[config.mk]
export PLATFORM = sky130hd
export DESIGN_NAME = nozzle_pwm_pump_interlock
export DESIGN_NICKNAME = d
export VERILOG_FILES = /design/src/hdl/npi_pkg.sv /design/src/hdl/npi_div.sv /design/src/hdl/npi_front.sv /design/src/hdl/npi_back.sv /design/src/hdl/nozzle_pwm_pump_interlock.sv
export SDC_FILE = /design/constraint.sdc
export NUM_CORES = 1
export LEC_CHECK = 0
export BUFFER_PORTS_ARGS = -buffer_cell sky130_fd_sc_hd__buf_2
export CAP_MARGIN = 20
export CORE_ASPECT_RATIO = 0.7
export CORE_UTILIZATION = 58
export DETAILED_ROUTE_END_ITERATION = 8
export PLACE_DENSITY_LB_ADDON = 0.3
export SKIP_LAST_GASP = 1
export SLEW_MARGIN = 0
export SYNTH_ARGS = -nofsm -noshare
export SYNTH_HDL_FRONTEND = slang
export SYNTH_SLANG_ARGS = --single-unit
[constraint.sdc]
create_clock -name clk -period 6.2 [get_ports clk]
set_input_delay 0.31 -clock clk [delete_from_list [all_inputs] [get_ports clk]]
set_output_delay 0.31 -clock clk [all_outputs]
set_load 0.05 [all_outputs]
[src/hdl/npi_pkg.sv]
`default_nettype none

package npi_pkg;

	// Nozzle count; the result word carries one drive bit for each of four nozzles.
	localparam int NOZZLES = 4;

	localparam int QDEPTH  = 2;    // command queue between the front and the back
	localparam int DIVD_W  = 18;   // width of duty * period
	localparam int DIVS_W  = 8;    // width of max_duty
	localparam int TIME_W  = 10;   // width of high and low times
	localparam logic [TIME_W-1:0] PHASE_MAX = '1;

	// request types
	localparam logic [2:0] REQ_TICK     = 3'd0;
	localparam logic [2:0] REQ_DUTY     = 3'd1;
	localparam logic [2:0] REQ_PUMP_ON  = 3'd2;
	localparam logic [2:0] REQ_PUMP_OFF = 3'd3;
	localparam logic [2:0] REQ_ALL_OFF  = 3'd4;

	// response codes
	localparam logic [3:0] RSP_NONE      = 4'd0;
	localparam logic [3:0] RSP_DUTY_SET  = 4'd1;
	localparam logic [3:0] RSP_PUMP_ON   = 4'd2;
	localparam logic [3:0] RSP_PUMP_OFF  = 4'd3;
	localparam logic [3:0] RSP_ALL_OFF   = 4'd4;
	localparam logic [3:0] RSP_PUMP_IDLE = 4'd5;
	localparam logic [3:0] RSP_TANK_LOW  = 4'd6;
	localparam logic [3:0] RSP_BAD_DUTY  = 4'd7;
	localparam logic [3:0] RSP_SHUTDOWN  = 4'd8;

	// configuration register indexes
	localparam logic [1:0] CFG_MAX_DUTY   = 2'd0;
	localparam logic [1:0] CFG_PERIOD     = 2'd1;
	localparam logic [1:0] CFG_TANK_IVAL  = 2'd2;
	localparam logic [1:0] CFG_LOW_LIMIT  = 2'd3;

	typedef struct packed {
		logic [2:0] req_type;
		logic       tank_low;
		logic [1:0] nozzle_index;
		logic [7:0] duty_value;
	} req_t;

	typedef struct packed {
		logic [3:0] resp_code;
		logic [3:0] nozzle_drive;
		logic       pump_drive;
	} rsp_t;

	typedef struct packed {
		logic [7:0]        max_duty;
		logic [TIME_W-1:0] period_ms;
		logic [15:0]       tank_interval_ms;
		logic [3:0]        low_tank_limit;
	} cfg_t;

	// decoded command classes
	typedef enum logic [2:0] {
		OP_TICK,
		OP_DUTY,
		OP_DUTY_ZERO,
		OP_PUMP_ON,
		OP_PUMP_OFF,
		OP_ALL_OFF,
		OP_BAD,
		OP_NOP
	} op_t;

	typedef struct packed {
		op_t        op;
		logic       tank_low;
		logic [1:0] idx;
		logic [7:0] duty;
	} cmd_t;

	typedef enum logic {
		ST_IDLE,
		ST_DIV
	} back_state_t;

endpackage

`default_nettype wire

[src/hdl/npi_div.sv]
`default_nettype none

module npi_div
	import npi_pkg::*;
(
	input  wire logic              clk,
	input  wire logic              arst_n,
	input  wire logic              start,
	input  wire logic [DIVD_W-1:0] dividend,
	input  wire logic [DIVS_W-1:0] divisor,
	output logic                   done,
	output logic [TIME_W-1:0]      quotient
);

	localparam int CNT_W = $clog2(DIVD_W + 1);

	logic              busy_q;
	logic              done_q;
	logic [CNT_W-1:0]  cnt_q;
	logic [DIVS_W-1:0] rem_q;
	logic [DIVD_W-1:0] quo_q;

	logic [DIVS_W:0]   rem_sh;
	logic              fits;

	// restoring division, one quotient bit per cycle
	assign rem_sh = {rem_q, quo_q[DIVD_W-1]};
	assign fits   = rem_sh >= {1'b0, divisor};

	always_ff @(posedge clk or negedge arst_n) begin
		if (!arst_n) begin
			busy_q <= 1'b0;
			done_q <= 1'b0;
			cnt_q  <= '0;
		end else begin
			done_q <= 1'b0;
			if (start) begin
				busy_q <= 1'b1;
				cnt_q  <= CNT_W'(DIVD_W);
			end else if (busy_q) begin
				cnt_q <= cnt_q - 1'b1;
				if (cnt_q == CNT_W'(1)) begin
					busy_q <= 1'b0;
					done_q <= 1'b1;
				end
			end
		end
	end

	always_ff @(posedge clk) begin
		if (start) begin
			rem_q <= '0;
			quo_q <= dividend;
		end else if (busy_q) begin
			rem_q <= fits ? DIVS_W'(rem_sh - {1'b0, divisor}) : rem_sh[DIVS_W-1:0];
			quo_q <= {quo_q[DIVD_W-2:0], fits};
		end
	end

	// quotient never exceeds period_ms here
	assign done     = done_q;
	assign quotient = quo_q[TIME_W-1:0];

endmodule

`default_nettype wire

[src/hdl/npi_front.sv]
`default_nettype none

module npi_front
	import npi_pkg::*;
(
	input  wire logic clk,
	input  wire logic arst_n,
	input  wire logic push,
	output logic      full,
	input  wire req_t req,
	input  wire cfg_t cfg,
	output logic      cmd_valid,
	output cmd_t      cmd,
	input  wire logic cmd_pop
);

	localparam int PTR_W = $clog2(QDEPTH);
	localparam int CNT_W = $clog2(QDEPTH + 1);

	cmd_t             queue_q [QDEPTH];
	logic [PTR_W-1:0] wr_ptr_q;
	logic [PTR_W-1:0] rd_ptr_q;
	logic [CNT_W-1:0] count_q;

	logic push_ok;
	cmd_t cls;

	assign full    = count_q == CNT_W'(QDEPTH);
	assign push_ok = push && !full;

	// classify the incoming word
	always_comb begin
		cls.tank_low = req.tank_low;
		cls.idx      = req.nozzle_index;
		cls.duty     = req.duty_value;
		unique case (req.req_type)
			REQ_TICK: cls.op = OP_TICK;
			REQ_DUTY: begin
				if (int'(req.nozzle_index) >= NOZZLES || req.duty_value > cfg.max_duty)
					cls.op = OP_BAD;
				else if (req.duty_value == '0)
					cls.op = OP_DUTY_ZERO;
				else
					cls.op = OP_DUTY;
			end
			REQ_PUMP_ON:  cls.op = OP_PUMP_ON;
			REQ_PUMP_OFF: cls.op = OP_PUMP_OFF;
			REQ_ALL_OFF:  cls.op = OP_ALL_OFF;
			default:      cls.op = OP_NOP;
		endcase
	end

	always_ff @(posedge clk or negedge arst_n) begin
		if (!arst_n) begin
			wr_ptr_q <= '0;
			rd_ptr_q <= '0;
			count_q  <= '0;
		end else begin
			if (push_ok)
				wr_ptr_q <= wr_ptr_q + 1'b1;
			if (cmd_pop)
				rd_ptr_q <= rd_ptr_q + 1'b1;
			if (push_ok && !cmd_pop)
				count_q <= count_q + 1'b1;
			else if (!push_ok && cmd_pop)
				count_q <= count_q - 1'b1;
		end
	end

	always_ff @(posedge clk) begin
		if (push_ok)
			queue_q[wr_ptr_q] <= cls;
	end

	assign cmd_valid = count_q != '0;
	assign cmd       = queue_q[rd_ptr_q];

endmodule

`default_nettype wire

[src/hdl/npi_back.sv]
`default_nettype none

module npi_back
	import npi_pkg::*;
(
	input  wire logic clk,
	input  wire logic arst_n,
	input  wire cfg_t cfg,
	input  wire logic cmd_valid,
	input  wire cmd_t cmd,
	output logic      cmd_pop,
	output logic      out_valid,
	output rsp_t      out_word,
	input  wire logic out_pop
);

	back_state_t state_q, state_nx;

	// nozzle state
	logic [7:0]        duty_q    [NOZZLES];
	logic [TIME_W-1:0] high_q    [NOZZLES];
	logic [TIME_W-1:0] low_q     [NOZZLES];
	logic              phase_q   [NOZZLES];
	logic              drive_q   [NOZZLES];
	logic [TIME_W-1:0] elapsed_q [NOZZLES];
	logic [7:0]        duty_nx    [NOZZLES];
	logic [TIME_W-1:0] high_nx    [NOZZLES];
	logic [TIME_W-1:0] low_nx     [NOZZLES];
	logic              phase_nx   [NOZZLES];
	logic              drive_nx   [NOZZLES];
	logic [TIME_W-1:0] elapsed_nx [NOZZLES];

	logic [15:0] tank_el_q, tank_el_nx;
	logic [3:0]  low_cnt_q, low_cnt_nx;
	logic        pump_q, pump_nx;

	// duty set held across the division
	logic [1:0]  div_idx_q;
	logic [7:0]  div_duty_q;

	logic        out_valid_q;
	rsp_t        out_q;

	logic        out_free;
	logic        exec;
	logic        div_start;
	logic        div_done;
	logic [TIME_W-1:0] div_quo;
	logic        wr_out;
	logic [3:0]  code;
	logic [3:0]  nz_bits;
	logic [DIVD_W-1:0] product;

	assign out_free = !out_valid_q || out_pop;
	assign exec     = (state_q == ST_IDLE) && cmd_valid && out_free;
	assign product  = DIVD_W'(cmd.duty) * DIVD_W'(cfg.period_ms);

	npi_div u_div (
		.clk      (clk),
		.arst_n   (arst_n),
		.start    (div_start),
		.dividend (product),
		.divisor  (cfg.max_duty),
		.done     (div_done),
		.quotient (div_quo)
	);

	// next state
	always_comb begin
		state_nx = state_q;
		unique case (state_q)
			ST_IDLE: if (div_start) state_nx = ST_DIV;
			ST_DIV:  if (div_done)  state_nx = ST_IDLE;
			default: state_nx = ST_IDLE;
		endcase
	end

	// control outputs
	always_comb begin
		cmd_pop   = 1'b0;
		div_start = 1'b0;
		unique case (state_q)
			ST_IDLE: begin
				cmd_pop   = exec;
				div_start = exec && (cmd.op == OP_DUTY) && pump_q;
			end
			ST_DIV: begin
				cmd_pop   = 1'b0;
				div_start = 1'b0;
			end
			default: begin
				cmd_pop   = 1'b0;
				div_start = 1'b0;
			end
		endcase
	end

	// datapath update
	always_comb begin
		duty_nx    = duty_q;
		high_nx    = high_q;
		low_nx     = low_q;
		phase_nx   = phase_q;
		drive_nx   = drive_q;
		elapsed_nx = elapsed_q;
		tank_el_nx = tank_el_q;
		low_cnt_nx = low_cnt_q;
		pump_nx    = pump_q;
		wr_out     = 1'b0;
		code       = RSP_NONE;

		if (exec) begin
			unique case (cmd.op)
				OP_TICK: begin
					wr_out = 1'b1;
					for (int n = 0; n < NOZZLES; n++) begin
						if (elapsed_q[n] < PHASE_MAX)
							elapsed_nx[n] = elapsed_q[n] + 1'b1;
						if (duty_q[n] != '0) begin
							if (phase_q[n] && elapsed_nx[n] >= high_q[n]) begin
								phase_nx[n]   = 1'b0;
								elapsed_nx[n] = '0;
								drive_nx[n]   = 1'b0;
							end else if (!phase_q[n] && elapsed_nx[n] >= low_q[n]) begin
								phase_nx[n]   = 1'b1;
								elapsed_nx[n] = '0;
								drive_nx[n]   = 1'b1;
							end
						end
					end
					if (tank_el_q >= cfg.tank_interval_ms) begin
						tank_el_nx = '0;
						if (!cmd.tank_low)
							low_cnt_nx = '0;
						else if (low_cnt_q < cfg.low_tank_limit && low_cnt_q != 4'hF)
							low_cnt_nx = low_cnt_q + 1'b1;
					end else begin
						tank_el_nx = tank_el_q + 1'b1;
					end
					if (low_cnt_nx >= cfg.low_tank_limit && pump_q) begin
						pump_nx = 1'b0;
						code    = RSP_SHUTDOWN;
						for (int n = 0; n < NOZZLES; n++) begin
							duty_nx[n]  = '0;
							phase_nx[n] = 1'b0;
							drive_nx[n] = 1'b0;
						end
					end
				end
				OP_DUTY: begin
					// pump running: result comes when the divider finishes
					if (!pump_q) begin
						wr_out = 1'b1;
						code   = RSP_PUMP_IDLE;
					end
				end
				OP_DUTY_ZERO: begin
					wr_out            = 1'b1;
					code              = RSP_DUTY_SET;
					duty_nx[cmd.idx]  = '0;
					drive_nx[cmd.idx] = 1'b0;
					high_nx[cmd.idx]  = '0;
					low_nx[cmd.idx]   = cfg.period_ms;
				end
				OP_PUMP_ON: begin
					wr_out = 1'b1;
					if (low_cnt_q < cfg.low_tank_limit) begin
						pump_nx = 1'b1;
						code    = RSP_PUMP_ON;
					end else begin
						code = RSP_TANK_LOW;
					end
				end
				OP_PUMP_OFF: begin
					wr_out  = 1'b1;
					pump_nx = 1'b0;
					code    = RSP_PUMP_OFF;
				end
				OP_ALL_OFF: begin
					wr_out = 1'b1;
					code   = RSP_ALL_OFF;
					for (int n = 0; n < NOZZLES; n++) begin
						duty_nx[n]  = '0;
						phase_nx[n] = 1'b0;
						drive_nx[n] = 1'b0;
					end
				end
				OP_BAD: begin
					wr_out = 1'b1;
					code   = RSP_BAD_DUTY;
				end
				OP_NOP: begin
					wr_out = 1'b1;
					code   = RSP_NONE;
				end
				default: begin
					wr_out = 1'b1;
					code   = RSP_NONE;
				end
			endcase
		end else if (state_q == ST_DIV && div_done) begin
			wr_out              = 1'b1;
			code                = RSP_DUTY_SET;
			duty_nx[div_idx_q]  = div_duty_q;
			high_nx[div_idx_q]  = div_quo;
			low_nx[div_idx_q]   = cfg.period_ms - div_quo;
		end

		for (int n = 0; n < NOZZLES; n++)
			nz_bits[n] = drive_nx[n];
	end

	always_ff @(posedge clk or negedge arst_n) begin
		if (!arst_n) begin
			state_q     <= ST_IDLE;
			out_valid_q <= 1'b0;
			tank_el_q   <= '0;
			low_cnt_q   <= '0;
			pump_q      <= 1'b0;
			for (int n = 0; n < NOZZLES; n++) begin
				duty_q[n]    <= '0;
				high_q[n]    <= '0;
				low_q[n]     <= '0;
				phase_q[n]   <= 1'b0;
				drive_q[n]   <= 1'b0;
				elapsed_q[n] <= '0;
			end
		end else begin
			state_q   <= state_nx;
			tank_el_q <= tank_el_nx;
			low_cnt_q <= low_cnt_nx;
			pump_q    <= pump_nx;
			duty_q    <= duty_nx;
			high_q    <= high_nx;
			low_q     <= low_nx;
			phase_q   <= phase_nx;
			drive_q   <= drive_nx;
			elapsed_q <= elapsed_nx;
			if (wr_out)
				out_valid_q <= 1'b1;
			else if (out_pop)
				out_valid_q <= 1'b0;
		end
	end

	always_ff @(posedge clk) begin
		if (div_start) begin
			div_idx_q  <= cmd.idx;
			div_duty_q <= cmd.duty;
		end
		if (wr_out) begin
			out_q.resp_code    <= code;
			out_q.nozzle_drive <= nz_bits;
			out_q.pump_drive   <= pump_nx;
		end
	end

	assign out_valid = out_valid_q;
	assign out_word  = out_q;

endmodule

`default_nettype wire

[src/hdl/nozzle_pwm_pump_interlock.sv]
// Four-nozzle millisecond PWM with pump control and low-tank interlock.
//
// Request side is a queue write port: a word goes in on a rising edge with
// push high and full low. Each word is a tick (with the tank sensor bit), a
// duty set, pump on, pump off or all off. Every word gives exactly one
// response word, read as a queue: the oldest response sits on rsp while
// empty is low and leaves on an edge with pop high.
// Config registers (max_duty, period_ms, tank_interval_ms, low_tank_limit)
// are written through cfg_we/cfg_index/cfg_data; the user writes them only
// while the block is idle, which the block itself does not enforce; they
// take effect on the next word. Timing: a two-entry command queue feeds
// the executing back end, which registers each response onto rsp; one
// word per cycle is sustained while pop keeps up and no division runs.
// An accepted nonzero duty set with the pump running goes through a
// serial divider (duty*period/max_duty, one bit per cycle over 18 bits),
// during which the back end takes nothing else. When the receiver stalls,
// the response register holds, the back end stops and the queue fills,
// then full rises. Reset clears all nozzle state, counters and pump,
// empties both queues and restores the config defaults.
`default_nettype none

module nozzle_pwm_pump_interlock
	import npi_pkg::*;
(
	input  wire logic        clk,
	input  wire logic        arst_n,
	input  wire logic        push,
	output logic             full,
	input  wire req_t        req,
	output logic             empty,
	input  wire logic        pop,
	output rsp_t             rsp,
	input  wire logic        cfg_we,
	input  wire logic [1:0]  cfg_index,
	input  wire logic [15:0] cfg_data
);

	cfg_t cfg_q;
	logic cmd_valid;
	cmd_t cmd;
	logic cmd_pop;
	logic out_valid;

	// config registers
	always_ff @(posedge clk or negedge arst_n) begin
		if (!arst_n) begin
			cfg_q.max_duty         <= 8'd50;
			cfg_q.period_ms        <= 10'd50;
			cfg_q.tank_interval_ms <= 16'd1000;
			cfg_q.low_tank_limit   <= 4'd3;
		end else if (cfg_we) begin
			unique case (cfg_index)
				CFG_MAX_DUTY:  cfg_q.max_duty         <= cfg_data[7:0];
				CFG_PERIOD:    cfg_q.period_ms        <= cfg_data[TIME_W-1:0];
				CFG_TANK_IVAL: cfg_q.tank_interval_ms <= cfg_data;
				CFG_LOW_LIMIT: cfg_q.low_tank_limit   <= cfg_data[3:0];
				default:       cfg_q.low_tank_limit   <= cfg_q.low_tank_limit;
			endcase
		end
	end

	// front: classify and queue
	npi_front u_front (
		.clk       (clk),
		.arst_n    (arst_n),
		.push      (push),
		.full      (full),
		.req       (req),
		.cfg       (cfg_q),
		.cmd_valid (cmd_valid),
		.cmd       (cmd),
		.cmd_pop   (cmd_pop)
	);

	// back: execute, hold the response
	npi_back u_back (
		.clk       (clk),
		.arst_n    (arst_n),
		.cfg       (cfg_q),
		.cmd_valid (cmd_valid),
		.cmd       (cmd),
		.cmd_pop   (cmd_pop),
		.out_valid (out_valid),
		.out_word  (rsp),
		.out_pop   (pop)
	);

	assign empty = !out_valid;

endmodule

`default_nettype wire
## Word level (Yosys, flattened, before mapping)

Memories as Yosys holds them, arrays and structs flattened.
Index checks and enable logic that the tools add are counted.

- Logic and storage cells: 296
- RAM bits: 28
- Memories: 1
- Register bits after elaboration: 277
- Output and inout port bits: 11
- Bits of input ports: 37

Memory list:

| memory | words | width | read ports | clocked after memory_dff | wr ports | line | source |
|---|---|---|---|---|---|---|---|
| u_front.queue_q | 2 | 14 | 1 | 0 | 1 | npi_front.sv:20 | `cmd_t queue_q [QDEPTH];` |

- Bitwise operators: 9
- Add/sub/neg operators: 13
- Equal/unequal tests: 28
- Order comparisons: 21
- Reductions and logical operators: 55
- Multiply operators: 1
- Mux-type cells: 122

Operators with widths:

| cell | number |
|---|---|
| 10-bit 2-to-1 mux | 26 |
| 40-bit 2-to-1 mux | 6 |
| 40-bit bitwise mux | 3 |
| 32-bit 2-to-1 mux | 3 |
| 32-bit case mux with 3 select lines | 1 |
| 10-bit >= comparator | 8 |
| 1-bit 2-to-1 mux | 44 |
| 10-bit by 1-bit adder with 10-bit output (second input constant) | 4 |
| 40-bit bitwise AND | 1 |
| 10-bit demux with 2-bit select | 2 |
| 10-bit less-than comparator (second input constant) | 4 |
| 4-bit 2-to-1 mux | 10 |
| 40-bit inverter | 1 |
| 18-bit 2-to-1 mux | 2 |
| 32-bit bitwise AND | 1 |
| 32-bit bitwise mux | 1 |
| 8-bit demux with 2-bit select | 2 |
| 32-bit inverter | 1 |
| 4-bit case mux with 8 select lines | 1 |
| 8-bit nonzero test | 4 |
| 8-bit 2-to-1 mux | 3 |
| 1-bit logical AND | 20 |
| 8-bit by 10-bit multiplier with 18-bit output | 1 |
| 16-bit by 1-bit adder with 16-bit output (second input constant) | 1 |
| 49 further kinds | 99 |

## Depth between registers and ports, before layout

Gate-level depths: netlist (run 1).

- Word-level depth: 12
- Gate-level depth with buffers: 22
- Mapped depth without buffers: 18

## By module

A second synthesis (run 1) with hierarchy kept.

- Cells, all modules: 2,021
- Area total of the unflattened synthesis: 19,772.7 µm²

Modules (own cells, without submodules):

| module | cells each | sequential area each (µm²) | instances | area each (µm²) |
|---|---|---|---|---|
| npi_back | 1,647 | 5,149.9 | 1 | 14,804.2 |
| npi_div | 189 | 875.8 | 1 | 2,014.4 |
| npi_front | 102 | 940.9 | 1 | 1,483.9 |
| nozzle_pwm_pump_interlock | 83 | 968.4 | 1 | 1,470.2 |

## Least setup slack after synthesis (run 1)

Ideal clock, no wire load.

- Path type: flip-flop to flip-flop
- Start point: register u_front.rd_ptr_q
- End point: register u_back.u_div.quo_q[17] (data pin)
- Slack: 0.466 ns
- Arrival time: 5.477 ns
- Library setup time: 0.257 ns
- Data required time: 5.943 ns
- Cell stages (with the launch flop): 21
- Period minus slack after synthesis: 5.734 ns
- Path buffers: 4
- Cell sequence: dfrtp_1 > buf_6 > buf_4 > buf_2 > mux2_2 > clkbuf_1 > and2_1 > fa_1 > fa_1 > fa_1 > inv_1 > fa_1 > inv_1 > ha_1 > and2_1 > o21a_1 > or2_2 > a221o_1 > a21oi_1 > mux2i_1 > nand2_1

RTL lines:

| item | line | source |
|---|---|---|
| from (decl) | npi_front.sv:22 | `logic [PTR_W-1:0] rd_ptr_q;` |
| from (signal assigned) | npi_front.sv:62 | `rd_ptr_q <= rd_ptr_q + 1'b1;` |
| to (signal assigned) | npi_div.sv:53 | `quo_q <= dividend;` |
| to (signal assigned) | npi_div.sv:56 | `quo_q <= {quo_q[DIVD_W-2:0], fits};` |
| to (decl) | npi_div.sv:21 | `logic [DIVD_W-1:0] quo_q;` |

## Worst setup path after layout (run 1)

- Start point: register u_front.rd_ptr_q
- End point: register u_back.u_div.quo_q[17] (data pin)

- Cells in the longest elaborated chain, start to end: 6
- Elaborated cells between the ends (all ways): 7
- Classes of those cells: mul (1); eq/ne (1); mux (2); reduce/logical (2); memory (1)

RTL lines:

| item | line | source |
|---|---|---|
| memory read 2 x 14 bit (*) | n/a |  |
| parallel branches: the longest is 4 deep, another holds 8-bit by 10-bit multiplier with 18-bit output | n/a |  |
| 18-bit 2-to-1 mux (*) | npi_div.sv:51 | `if (start) begin` |

Every way passes the cells marked *.
A chain may end at the register's enable or synchronous reset.

==> impl_metrics.csv, run 1 <==
group,metric,value,unit
detailed_routing,wl,49.9,mm
finish,drive_gt1_share,10.4,%
worst_setup_path,worstReg2RegEnd,"u_back.u_div.quo_q[17]",
sta,finalHoldViolCount,0,
worst_setup_path,critPathMaxFanout,11,
sta,fin_setup_tns,0,ns
hold_path,min_from,"cfg_data[14]",
floorplanning,design.die.area,0.0347,sq mm
clock_network,cts_root_buf,"clkbuf_16",
finish,fin_util,64.3,%
finish,multi_input_area,0.0107,sq mm
yosys,syn-cell-area,0.0197,sq mm
yosys,async_flop_share,76.1,%
finish,mostFrequentLayoutCell,"nand2_1",
yosys,ys_seq_area_share,40.3,%
yosys,synth_nets,2311,
power,p_comb_share,58.3,%
yosys,synth_edf_count,65,
worst_setup_path,reg2reg_from,"u_front.rd_ptr_q",
grt,grt_max_degree,174,
detailed_routing,drt_pass1_iterations,6,
worst_setup_path,cp-end-kind,"flop",
grt,grt_pass1_wl,80.0,mm
hold_path,hold_path_end,"cfg_q[18]",
clock_network,clk_latency,0.54,ns
floorplanning,fp.dieW,222,microns
clock_network,cts_resized,0,
worst_setup_path,reg2reg_depth,16,
finish,nets,2355,
worst_setup_path,critPathLaunchType,"flop",
grt,antenna_found_initial,1,
sta,setup_viol_count_final,0,
floorplanning,pin_count,48,
yosys,syn_avg_cell_area,9.62,sq um
clock_network,max-clock-path-buffers,3,
place,port_buffers,47,
grt,grt_util_all_layers,29.2,%
clock_network,cts.sinks,305,
yosys,syn_inst,2049,
hold_path,worstHoldPathCells,2,
place,dp_hpwl,35.5,mm
detailed_routing,post-route-drc-count,0,
sta,rsz0062_at_grt,"false",
detailed_routing,wl_per_cell,19.6,microns
sta,slew_violations,0,
grt,grt_pass1_vias,15017,
worst_setup_path,cp.arrival,5.80,ns
sta,fmax,181,MHz
worst_setup_path,crit_required,6.49,ns
yosys,ys_warn_count,0,
clock_network,numCtsBuffers,34,
sta,fin_crit,5.51,ns
detailed_routing,drt-initial-drc-count,1471,
floorplanning,die_h,156,microns
detailed_routing,top_layer_used,"met5",
detailed_routing,ant_nets,0,
detailed_routing,via_per_inst,6.09,
finish,final_cell_mix,"nand2_1, dfrtp_1, inv_1",
finish,seq_area,0.00794,sq mm
floorplanning,initial_core_util,58.9,%
floorplanning,std_cell_rows,56,
power,p_sw_share,46.0,%
power,pwr-share-clk,16.3,%
finish,fill_cells,2693,
sta,worstMarginPinSlew,1.08,ns
power,p_int,6590,uW
detailed_routing,met1_length,22.5,mm
worst_setup_path,crit_type,"reg2reg",
flow_run,cap_violations,0,
finish,area_delta_synth_final,9.31,%
power,p_total,12200,uW
sta,fin_crit_sh,88.9,%
place,gp_congestion,0.974,
clock_network,cts_tree,"built",
yosys,synth-main-ff-cell,"dfrtp_1",
power,power_density,567,mW/mm^2
sta,slew_headroom,27.7,%
finish,diodes,0,
clock_network,ctsHtreeMaxLevel,2,
worst_setup_path,ff2ff_setup_slack,0.69,ns
sta,final.setup_skew,0.0241,ns
grt,overflow,0,
detailed_routing,met3_length,4.27,mm
yosys,yosysUniqueCellTypes,88,
outcome,status,"finished clean",
power,p_seq_share,25.4,%
power,peakVddDrop,0.640,mV
detailed_routing,wl_met2,22.0,mm
floorplanning,core-area,0.0335,sq mm
detailed_routing,via_count,15549,
power,p_sw,5620,uW
yosys,ys_ff_latch,305,
hold_path,hp-class,"in2reg",
clock_network,path_clk_slew,0.06,ns
power,power.leakage,0.00996,uW
==> how the worst max path moves through the flow <==
stage | cells past startpoint | from | slack (ns) | to
after CTS | 16 | u_front.rd_ptr_q | 0.68 | u_back.u_div.quo_q[17]
after global placement | 16 | u_front.rd_ptr_q | 0.79 | u_back.u_div.quo_q[17]
after floorplan | 20 | u_front.rd_ptr_q | 0.47 | u_back.u_div.quo_q[17]
final | 16 | u_front.rd_ptr_q | 0.69 | u_back.u_div.quo_q[17]
after global routing | 16 | u_front.rd_ptr_q | 0.48 | u_back.u_div.quo_q[17]
after detailed placement | 16 | u_front.rd_ptr_q | 0.68 | u_back.u_div.quo_q[17]
==> timing repair <==
item | in CTS | in global routing
endpoints found under the hold margin | 72 | 0
hold buffers | 10 | 0
setup buffers | 0 | 0
==> power by group through the flow <==
| stage | registers [uW] | logic, uW | clock network [uW] |
|---|---|---|---|
| 2_1_floorplan | 3030 | 5280 | 0 |
| 3_3_place_gp | 3090 | 6670 | 0 |
| 3_5_place_dp | 3110 | 6930 | 0 |
| 4_1_cts | 3080 | 7000 | 2010 |
| 5_1_grt | 3150 | 7960 | 2080 |
| 6_report | 3100 | 7120 | 1990 |
==> logic make-up after synthesis <==
logic type,after synthesis,share of synthesized area (%)
fa+ha+maj,225,16.2
compound gates,491,15.9
xor+xnor,60,2.67
simple gates,628,15.8
buf+inv,277,5.61
mux,63,3.59
flops,305,40.3
==> cell usage after synthesis (6+ instances only) <==
cell type | instances | area share [%]
nand2_1 | 228 | 4.3
dfrtp_1 | 218 | 28
inv_1 | 203 | 3.9
ha_1 | 175 | 11
o21ai_0 | 166 | 4.2
a21oi_1 | 106 | 2.7
nor2_1 | 93 | 1.8
edfxtp_1 | 65 | 9.9
nand3_1 | 52 | 1.3
fa_1 | 50 | 5.1
nor2b_1 | 49 | 1.6
a22o_1 | 48 | 2.1
clkbuf_1 | 45 | 0.86
mux2_2 | 44 | 2.5
and2_1 | 41 | 1.3
xnor2_1 | 38 | 1.7
and3_1 | 31 | 0.98
nand2b_1 | 27 | 0.86
nand4_1 | 27 | 0.86
a21o_1 | 25 | 0.95
nor3_1 | 22 | 0.56
xor2_1 | 22 | 0.98
a32oi_1 | 21 | 0.93
buf_2 | 18 | 0.46
a31oi_1 | 16 | 0.51
dfstp_2 | 14 | 1.9
o21a_1 | 14 | 0.53
o21ai_1 | 14 | 0.36
mux2i_1 | 13 | 0.66
a211oi_1 | 11 | 0.42
nor4_1 | 9 | 0.29
dfxtp_1 | 8 | 0.81
o22ai_1 | 8 | 0.25
or3_1 | 8 | 0.25
nor3b_1 | 7 | 0.27
or4_1 | 6 | 0.23
==> metal layers <==
metal | GRT usage [%] | vias to the layer above
met5 | 0 | -
met3 | 6.87 | 80
met4 | 8.93 | 2
met2 | 45.2 | 576
met1 | 41.0 | 7609
li1 | - | 7282
==> per-stage QoR <==
stage               instance area (sq um)  std cells  setup WS, ns  hold WS, ns
floorplan                           19700       2049         0.466       0.0144
global placement                    20300       2478         0.794        0.275
detailed placement                  20300       2478         0.684        0.274
CTS                                 21500       2549         0.681      0.00129
global route                        21500       2553         0.481       0.0116
finish                              21500       2553         0.686       0.0178
==> layout make-up <==
class | count | area share (%)
clock buffers | 40 | 4.20
clock inverters | 21 | 0.743
inverters | 205 | 3.58
multi-input cells | 1467 | 49.6
flip-flops and latches | 305 | 36.8
well taps | 435 | 2.53
repair buffers | 80 | 2.51
==> flip-flops by register name, summed over array words and instances, names as in the netlist, 2 cells and up <==
signal and flops:
cfg_q 38, u_back.div_duty_q 8, u_back.div_idx_q 2, u_back.drive_q 4, u_back.duty_q 32, u_back.elapsed_q 40
u_back.high_q 40, u_back.low_cnt_q 4, u_back.low_q 40, u_back.out_word 9, u_back.phase_q 4, u_back.tank_el_q 16
u_back.u_div.cnt_q 5, u_back.u_div.quo_q 18, u_back.u_div.rem_q 8, u_front.count_q 2, u_front.queue_q 28
==> critical path, stage by stage (launching register included) <==
cell and delay (ns):
dfrtp_1 0.55, mux2_2 0.47, and2_1 0.20, fa_1 0.50, fa_1 0.51, fa_1 0.55
inv_1 0.06, fa_1 0.54, inv_1 0.05, ha_1 0.35, and2_1 0.20, o21a_1 0.18
or2_2 0.30, a221o_1 0.34, a21oi_1 0.18, mux2i_1 0.20, nand2_1 0.06
Note: power is estimated with default switching activity, not from simulation.
==> inputs of run 2 (changes only) <==
--- a/config.mk
+++ b/config.mk
@@ -15,4 +15,5 @@
 export SLEW_MARGIN = 0
 export SYNTH_ARGS = -nofsm -noshare
 export SYNTH_HDL_FRONTEND = slang
+export SYNTH_HIERARCHICAL = 1
 export SYNTH_SLANG_ARGS = --single-unit
==> run 2 against run 1 <==
Sequential share of layout area barely moved. Flip-flop and latch count did not move. Via count fell by 0.85%. Setup slack got worse by 0.22 ns. Global-route usage rose by 0.056 points. Critical path type unchanged. Largest cell class unchanged. Largest power group unchanged. Highest routed layer unchanged.
==> impl_metrics.csv, run 2 <==
group,metric,value,unit
worst_setup_path,crit_type,"reg2reg",
worst_setup_path,ff2ff_setup_slack,0.46,ns
place,dp_hpwl,35.9,mm
power,power.leakage,0.0103,uW
floorplanning,std_cell_rows,56,
finish,multi_input_area,0.0106,sq mm
yosys,ys_seq_area_share,40.1,%
clock_network,clk_latency,0.59,ns
sta,fin_crit,5.74,ns
finish,nets,2317,
worst_setup_path,crit_required,6.52,ns
worst_setup_path,worstReg2RegEnd,"u_back/u_div/quo_q[16]",
detailed_routing,ant_nets,0,
power,p_int,6380,uW
floorplanning,die_h,156,microns
clock_network,path_clk_slew,0.07,ns
finish,seq_area,0.00794,sq mm
yosys,synth_nets,2283,
yosys,yosysMostFrequentCell,"inv_1",
yosys,synth-main-ff-cell,"dfrtp_1",
grt,grt_util_all_layers,29.3,%
power,p_sw_share,45.2,%
clock_network,ctsHtreeMaxLevel,1,
yosys,syn_avg_cell_area,9.78,sq um
sta,slew_violations,0,
hold_path,hold_path_end,"cfg_q[29]",
place,placed_cell_area,0.0203,sq mm
floorplanning,pin_count,48,
grt,overflow,0,
sta,rsz0062_at_grt,"false",
clock_network,cts_resized,0,
sta,fin_crit_sh,92.5,%
yosys,synth_area_leader_cell,"dfrtp_1",
clock_network,post-cts-setup-buffers,0,
worst_setup_path,cpMaxStageDelayCell,"dfrtp_1",
clock_network,cts.sinks,305,
worst_setup_path,cp.arrival,6.06,ns
yosys,async_flop_share,76.1,%
power,p_comb_share,57.7,%
clock_network,cts_root_buf,"clkbuf_16",
finish,reg_top3,"u_back/elapsed_q x40, u_back/high_q x40, u_back/low_q x40",
power,pwr-share-clk,16.3,%
worst_setup_path,worstPathCellList,"buf_4 > mux2_2 > and2_1 > fa_1 > fa_1 > fa_1 > inv_1 > fa_1 > inv_1 > ha_1 > or3_1 > nor4_1 > nor3_1 > a211oi_1 > xnor2_1 > mux2_2",
sta,final.setup_skew,0.0305,ns
sta,worstMarginPinSlew,1.10,ns
floorplanning,fp.dieW,223,microns
sta,finalHoldViolCount,0,
clock_network,cts_tree,"built",
worst_setup_path,critPathMostFrequentCell,"fa_1",
yosys,synth_top_area_share,27.6,%
finish,drive_gt1_share,11.5,%
yosys,synthTopCellsByCount,"inv_1, dfrtp_1, nand2_1",
worst_setup_path,reg2reg_depth,16,
sta,fmax,174,MHz
clock_network,max-clock-path-buffers,3,
sta,setup_viol_count_final,0,
flow_run,cap_violations,0,
yosys,ys_warn_count,6,
worst_setup_path,critPathMaxFanout,11,
worst_setup_path,critPathLaunchType,"flop",
worst_setup_path,cp-end-kind,"flop",
sta,slew_headroom,26.0,%
hold_path,hp-class,"in2reg",
finish,mostFrequentLayoutCell,"inv_1",
detailed_routing,drt-initial-drc-count,1428,
outcome,status,"finished clean",
sta,hold_ws,0.0256,ns
power,peakVddDrop,0.691,mV
place,gp_congestion,0.957,
power,p_sw,5270,uW
grt,grt_pass1_vias,14945,
floorplanning,core-area,0.0335,sq mm
finish,fill_cells,2641,
detailed_routing,via_per_inst,6.13,
finish,fin_area,0.0216,sq mm
floorplanning,initial_core_util,59.0,%
worst_setup_path,reg2reg_from,"u_front/rd_ptr_q",
floorplanning,design.die.area,0.0348,sq mm
yosys,synth_edf_count,65,
yosys,yosysUniqueCellTypes,93,
grt,antenna_found_initial,1,
finish,diodes,0,
detailed_routing,drt_pass1_iterations,6,
yosys,ys_ff_latch,305,
detailed_routing,via_count,15417,
detailed_routing,wl,50.1,mm
grt,grt_max_degree,176,
finish,final_cell_mix,"inv_1, dfrtp_1, nand2_1",
clock_network,numCtsBuffers,30,
yosys,synth_area_leaders,"dfrtp_1, ha_1, edfxtp_1",
hold_path,worstHoldPathCells,2,
detailed_routing,post-route-drc-count,0,
place,port_buffers,47,
finish,area_delta_synth_final,9.11,%
power,power_density,540,mW/mm^2
yosys,syn-cell-area,0.0198,sq mm
hold_path,min_from,"cfg_data[9]",
yosys,syn_inst,2021,
finish,fin_util,64.4,%
power,p_seq_share,25.9,%
detailed_routing,wl_per_cell,19.9,microns
worst_setup_path,max_stage_delay,0.58,ns
grt,grt_pass1_wl,80.0,mm
sta,fin_setup_tns,0,ns
[run 2: changes by cell type in the layout (fill, tap and decap cells not counted), moves of 20 or more]
cell	change
a221oi_1	+20
nand2_1	-47
o21ai_0	-43
mux2_2	+30
nor2b_1	-31
nor2_1	+25
[run 2: cell families (layout without fill, tap and decap cells)]
group | count (synthesis) | count (layout) | share of synthesized area (%)
AND/OR/NAND/NOR | 581 | 581 | 14.7
AO/OA/AOI/OAI | 466 | 466 | 15.7
buffers and inverters | 307 | 364 | 6.25
flip-flops | 305 | 305 | 40.1
adder cells (fa/ha/maj) | 225 | 225 | 16.1
multiplexers | 78 | 78 | 4.42
XOR/XNOR | 59 | 59 | 2.61
[run 2: how the worst max path moves through the flow]
stage / depth (start not counted) / startpoint / endpoint
floorplan: 20 / u_front/rd_ptr_q / u_back/u_div/quo_q[16]
global placement: 16 / u_front/rd_ptr_q / u_back/u_div/quo_q[16]
detailed placement: 17 / u_front/rd_ptr_q / u_back/u_div/quo_q[16]
CTS: 17 / u_front/rd_ptr_q / u_back/u_div/quo_q[16]
global route: 17 / u_front/rd_ptr_q / u_back/u_div/quo_q[16]
finish: 16 / u_front/rd_ptr_q / u_back/u_div/quo_q[16]
[run 2: layer usage]
layer	vias up	share of wire (%)	track usage [%]
li1	7165	-	-
met5	-	0.026	0
met1	7606	46	42.4
met2	557	43	45.1
met3	87	8.0	5.71
met4	2	2.6	7.62
[run 2: worst max-delay path, delay by kind of cell, from the launching register on]
| kind | cells | cell delay, ns |
|---|---|---|
| DFF | 1 | 0.58 |
| muxes | 2 | 0.71 |
| and+or+nand+nor | 4 | 1.16 |
| xor gates and xnor gates | 1 | 0.11 |
| buffers and inverters | 3 | 0.33 |
| AOI/OAI and AO/OA | 1 | 0.29 |
| adders and majority gates | 5 | 2.29 |
[run 2: through the flow]
step	cells	setup WS [ns]	power, uW
floorplan	2021	0.616	7980
finish	2513	0.463	11700
detailed placement	2437	0.509	9590
CTS	2511	0.494	11600
global route	2513	0.0959	12600
global placement	2436	0.641	9290
[run 2: power by group through the flow]
stage	combinational [uW]	sequential [uW]	clock, uW
5_1_grt	7530	3070	2010
4_1_cts	6650	3010	1940
6_report	6730	3020	1900
2_1_floorplan	5040	2940	0
3_3_place_gp	6270	3020	0
3_5_place_dp	6550	3030	0
[run 2: repair_timing]
| action | CTS | global route |
|---|---|---|
| hold buffers | 19 | 0 |
| hold endpoints to repair | 85 | 0 |
| setup endpoints to repair | 0 | 0 |
[run 2: layout make-up]
type | instances | area share, %
clock buffer | 42 | 4.27
clock inverter | 13 | 0.545
inverter | 221 | 3.85
multi-input combinational | 1409 | 49.2
sequential | 305 | 36.8
tap | 435 | 2.52
timing repair buffer | 88 | 2.83
==> inputs of run 3 (changes only) <==
--- a/config.mk
+++ b/config.mk
@@ -5,7 +5,7 @@
 export SDC_FILE = /design/constraint.sdc
 export NUM_CORES = 1
 export LEC_CHECK = 0
-export BUFFER_PORTS_ARGS = -buffer_cell sky130_fd_sc_hd__buf_2
+export BUFFER_PORTS_ARGS = -buffer_cell sky130_fd_sc_hd__clkbuf_2
 export CAP_MARGIN = 20
 export CORE_ASPECT_RATIO = 0.7
 export CORE_UTILIZATION = 58
==> run 3 against run 2 <==
Cell count rose by 0.16%. Combinational power barely moved. Clock power barely moved. Utilization rose by 0.086 points. Global-route usage barely moved. Sequential power barely moved. Non-clock buffer count rose by 1. Critical path type unchanged. Wire length fell by 0.80%. Design area rose by 0.13%. First-iteration DRC count fell by 4.7%. Setup slack got worse by 0.086 ns. Via count fell by 0.53%.
==> impl_metrics.csv, run 3 (synthesized netlist as in run 2, its figures left out) <==
group,metric,value,unit
clock_network,cts_hold_buffers,21,
sta,fin_crit,5.82,ns
flow_run,cap_violations,0,
floorplanning,std_cell_rows,56,
finish,final_cell_mix,"inv_1, dfrtp_1, nand2_1",
clock_network,clk_latency,0.59,ns
sta,hold_ws,0.0750,ns
finish,drive_gt1_share,11.3,%
grt,grt_pass1_wl,80.6,mm
power,p_comb_share,57.5,%
floorplanning,fp.dieW,223,microns
power,pwr-share-clk,16.6,%
finish,nets,2319,
detailed_routing,drt-initial-drc-count,1361,
detailed_routing,wl,49.7,mm
power,p_sw_share,44.8,%
worst_setup_path,crit_required,6.53,ns
power,p_int,6420,uW
finish,fill_cells,2721,
worst_setup_path,cp-end-kind,"flop",
detailed_routing,via_count,15336,
floorplanning,pin_count,48,
place,placed_cell_area,0.0203,sq mm
clock_network,post-cts-setup-buffers,0,
finish,fin_area,0.0216,sq mm
hold_path,hp-class,"in2reg",
worst_setup_path,critPathMaxFanout,11,
clock_network,cts_tree,"built",
finish,seq_area,0.00794,sq mm
detailed_routing,drt_pass1_iterations,6,
finish,fin_util,64.5,%
detailed_routing,post-route-drc-count,0,
grt,antenna_found_initial,1,
finish,area_delta_synth_final,9.25,%
sta,slew_violations,0,
power,p_total,11600,uW
sta,fin_crit_sh,93.9,%
detailed_routing,via_per_inst,6.09,
sta,rsz0062_at_grt,"false",
detailed_routing,ant_nets,0,
sta,fmax,172,MHz
worst_setup_path,cp.arrival,6.15,ns
power,p_sw,5220,uW
grt,grt_pass1_vias,15243,
clock_network,cts.sinks,305,
finish,reg_top3,"u_back/elapsed_q x40, u_back/high_q x40, u_back/low_q x40",
power,peakVddDrop,0.751,mV
power,power_density,539,mW/mm^2
place,port_buffers,47,
outcome,status,"finished clean",
detailed_routing,wl_per_cell,19.7,microns
place,gp_congestion,0.954,
clock_network,cts_resized,0,
sta,fin_setup_tns,0,ns
floorplanning,initial_core_util,59.0,%
floorplanning,core-area,0.0335,sq mm
grt,overflow,0,
sta,finalHoldViolCount,0,
clock_network,max-clock-path-buffers,3,
finish,diodes,0,
clock_network,ctsHtreeMaxLevel,1,
sta,worstMarginPinSlew,1.10,ns
sta,final.setup_skew,0.0248,ns
clock_network,path_clk_slew,0.07,ns
finish,multi_input_area,0.0106,sq mm
place,dp_hpwl,36.1,mm
clock_network,cts_root_buf,"clkbuf_16",
floorplanning,die_h,156,microns
power,power.leakage,0.0103,uW
worst_setup_path,critPathLaunchType,"flop",
power,p_seq_share,25.9,%
clock_network,numCtsBuffers,31,
sta,slew_headroom,26.1,%
grt,grt_util_all_layers,29.3,%
finish,mostFrequentLayoutCell,"inv_1",
floorplanning,design.die.area,0.0348,sq mm
worst_setup_path,crit_type,"reg2reg",
grt,grt_max_degree,160,
sta,setup_viol_count_final,0,
run 3: cell type report:
cell class,count,share of cell area (%)
Tap cell,435,2.52
Multi-Input combinational cell,1409,49.1
Timing Repair Buffer,89,2.90
Clock buffer,47,4.25
Clock inverter,11,0.620
Inverter,221,3.84
Sequential cell,305,36.7
run 3: metrics by stage:
step           worst slack, ns  cells
6_report                 0.377   2517
5_1_grt                  0.145   2517
4_1_cts                  0.393   2516
3_5_place_dp             0.434   2437
3_3_place_gp             0.637   2436
2_1_floorplan            0.616   2021
run 3: power by group through the flow:
stage	clock [uW]	combinational, uW	sequential [uW]
2_1_floorplan	0	5040	2940
3_3_place_gp	0	6280	3020
3_5_place_dp	0	6540	3030
4_1_cts	1970	6640	3000
5_1_grt	2040	7520	3070
6_report	1930	6700	3010
run 3: worst max-delay path: stages, from the launching register on:
cell and delay, ns:
dfrtp_1 0.58, buf_4 0.24, mux2_2 0.44, and2_1 0.19
fa_1 0.51, fa_1 0.52, fa_1 0.54, inv_1 0.05
fa_1 0.52, inv_1 0.04, ha_1 0.21, or3_1 0.40
nor4_1 0.51, nor3_1 0.13, a211oi_1 0.32, xnor2_1 0.10
mux2_2 0.26
run 3: per-layer routing:
layer / track usage, % / wire length [microns] / vias up
li1: - / - / 7160
met1: 42.0 / 22700 / 7564
met5: 0 / 0 / -
met3: 5.67 / 4130 / 72
met2: 46.0 / 21700 / 540
met4: 7.03 / 1080 / 0
run 3: worst paths after layout:
path / start / to / slack, ns / depth (start not counted)
setup / recovery: u_front/rd_ptr_q / u_back/u_div/quo_q[16] / 0.38 / 16
hold / removal: cfg_data[4] / cfg_q[24] / 0.08 / 2
setup reg to reg: u_front/rd_ptr_q / u_back/u_div/quo_q[16] / 0.38 / 16
hold reg to reg: u_back/high_q[3] / u_back/high_q[3] / 0.48 / 2
max in group asynchronous: arst_n / cfg_q[3] / 4.58 / 3
min in group asynchronous: arst_n / u_back/duty_q[13] / 0.31 / 2
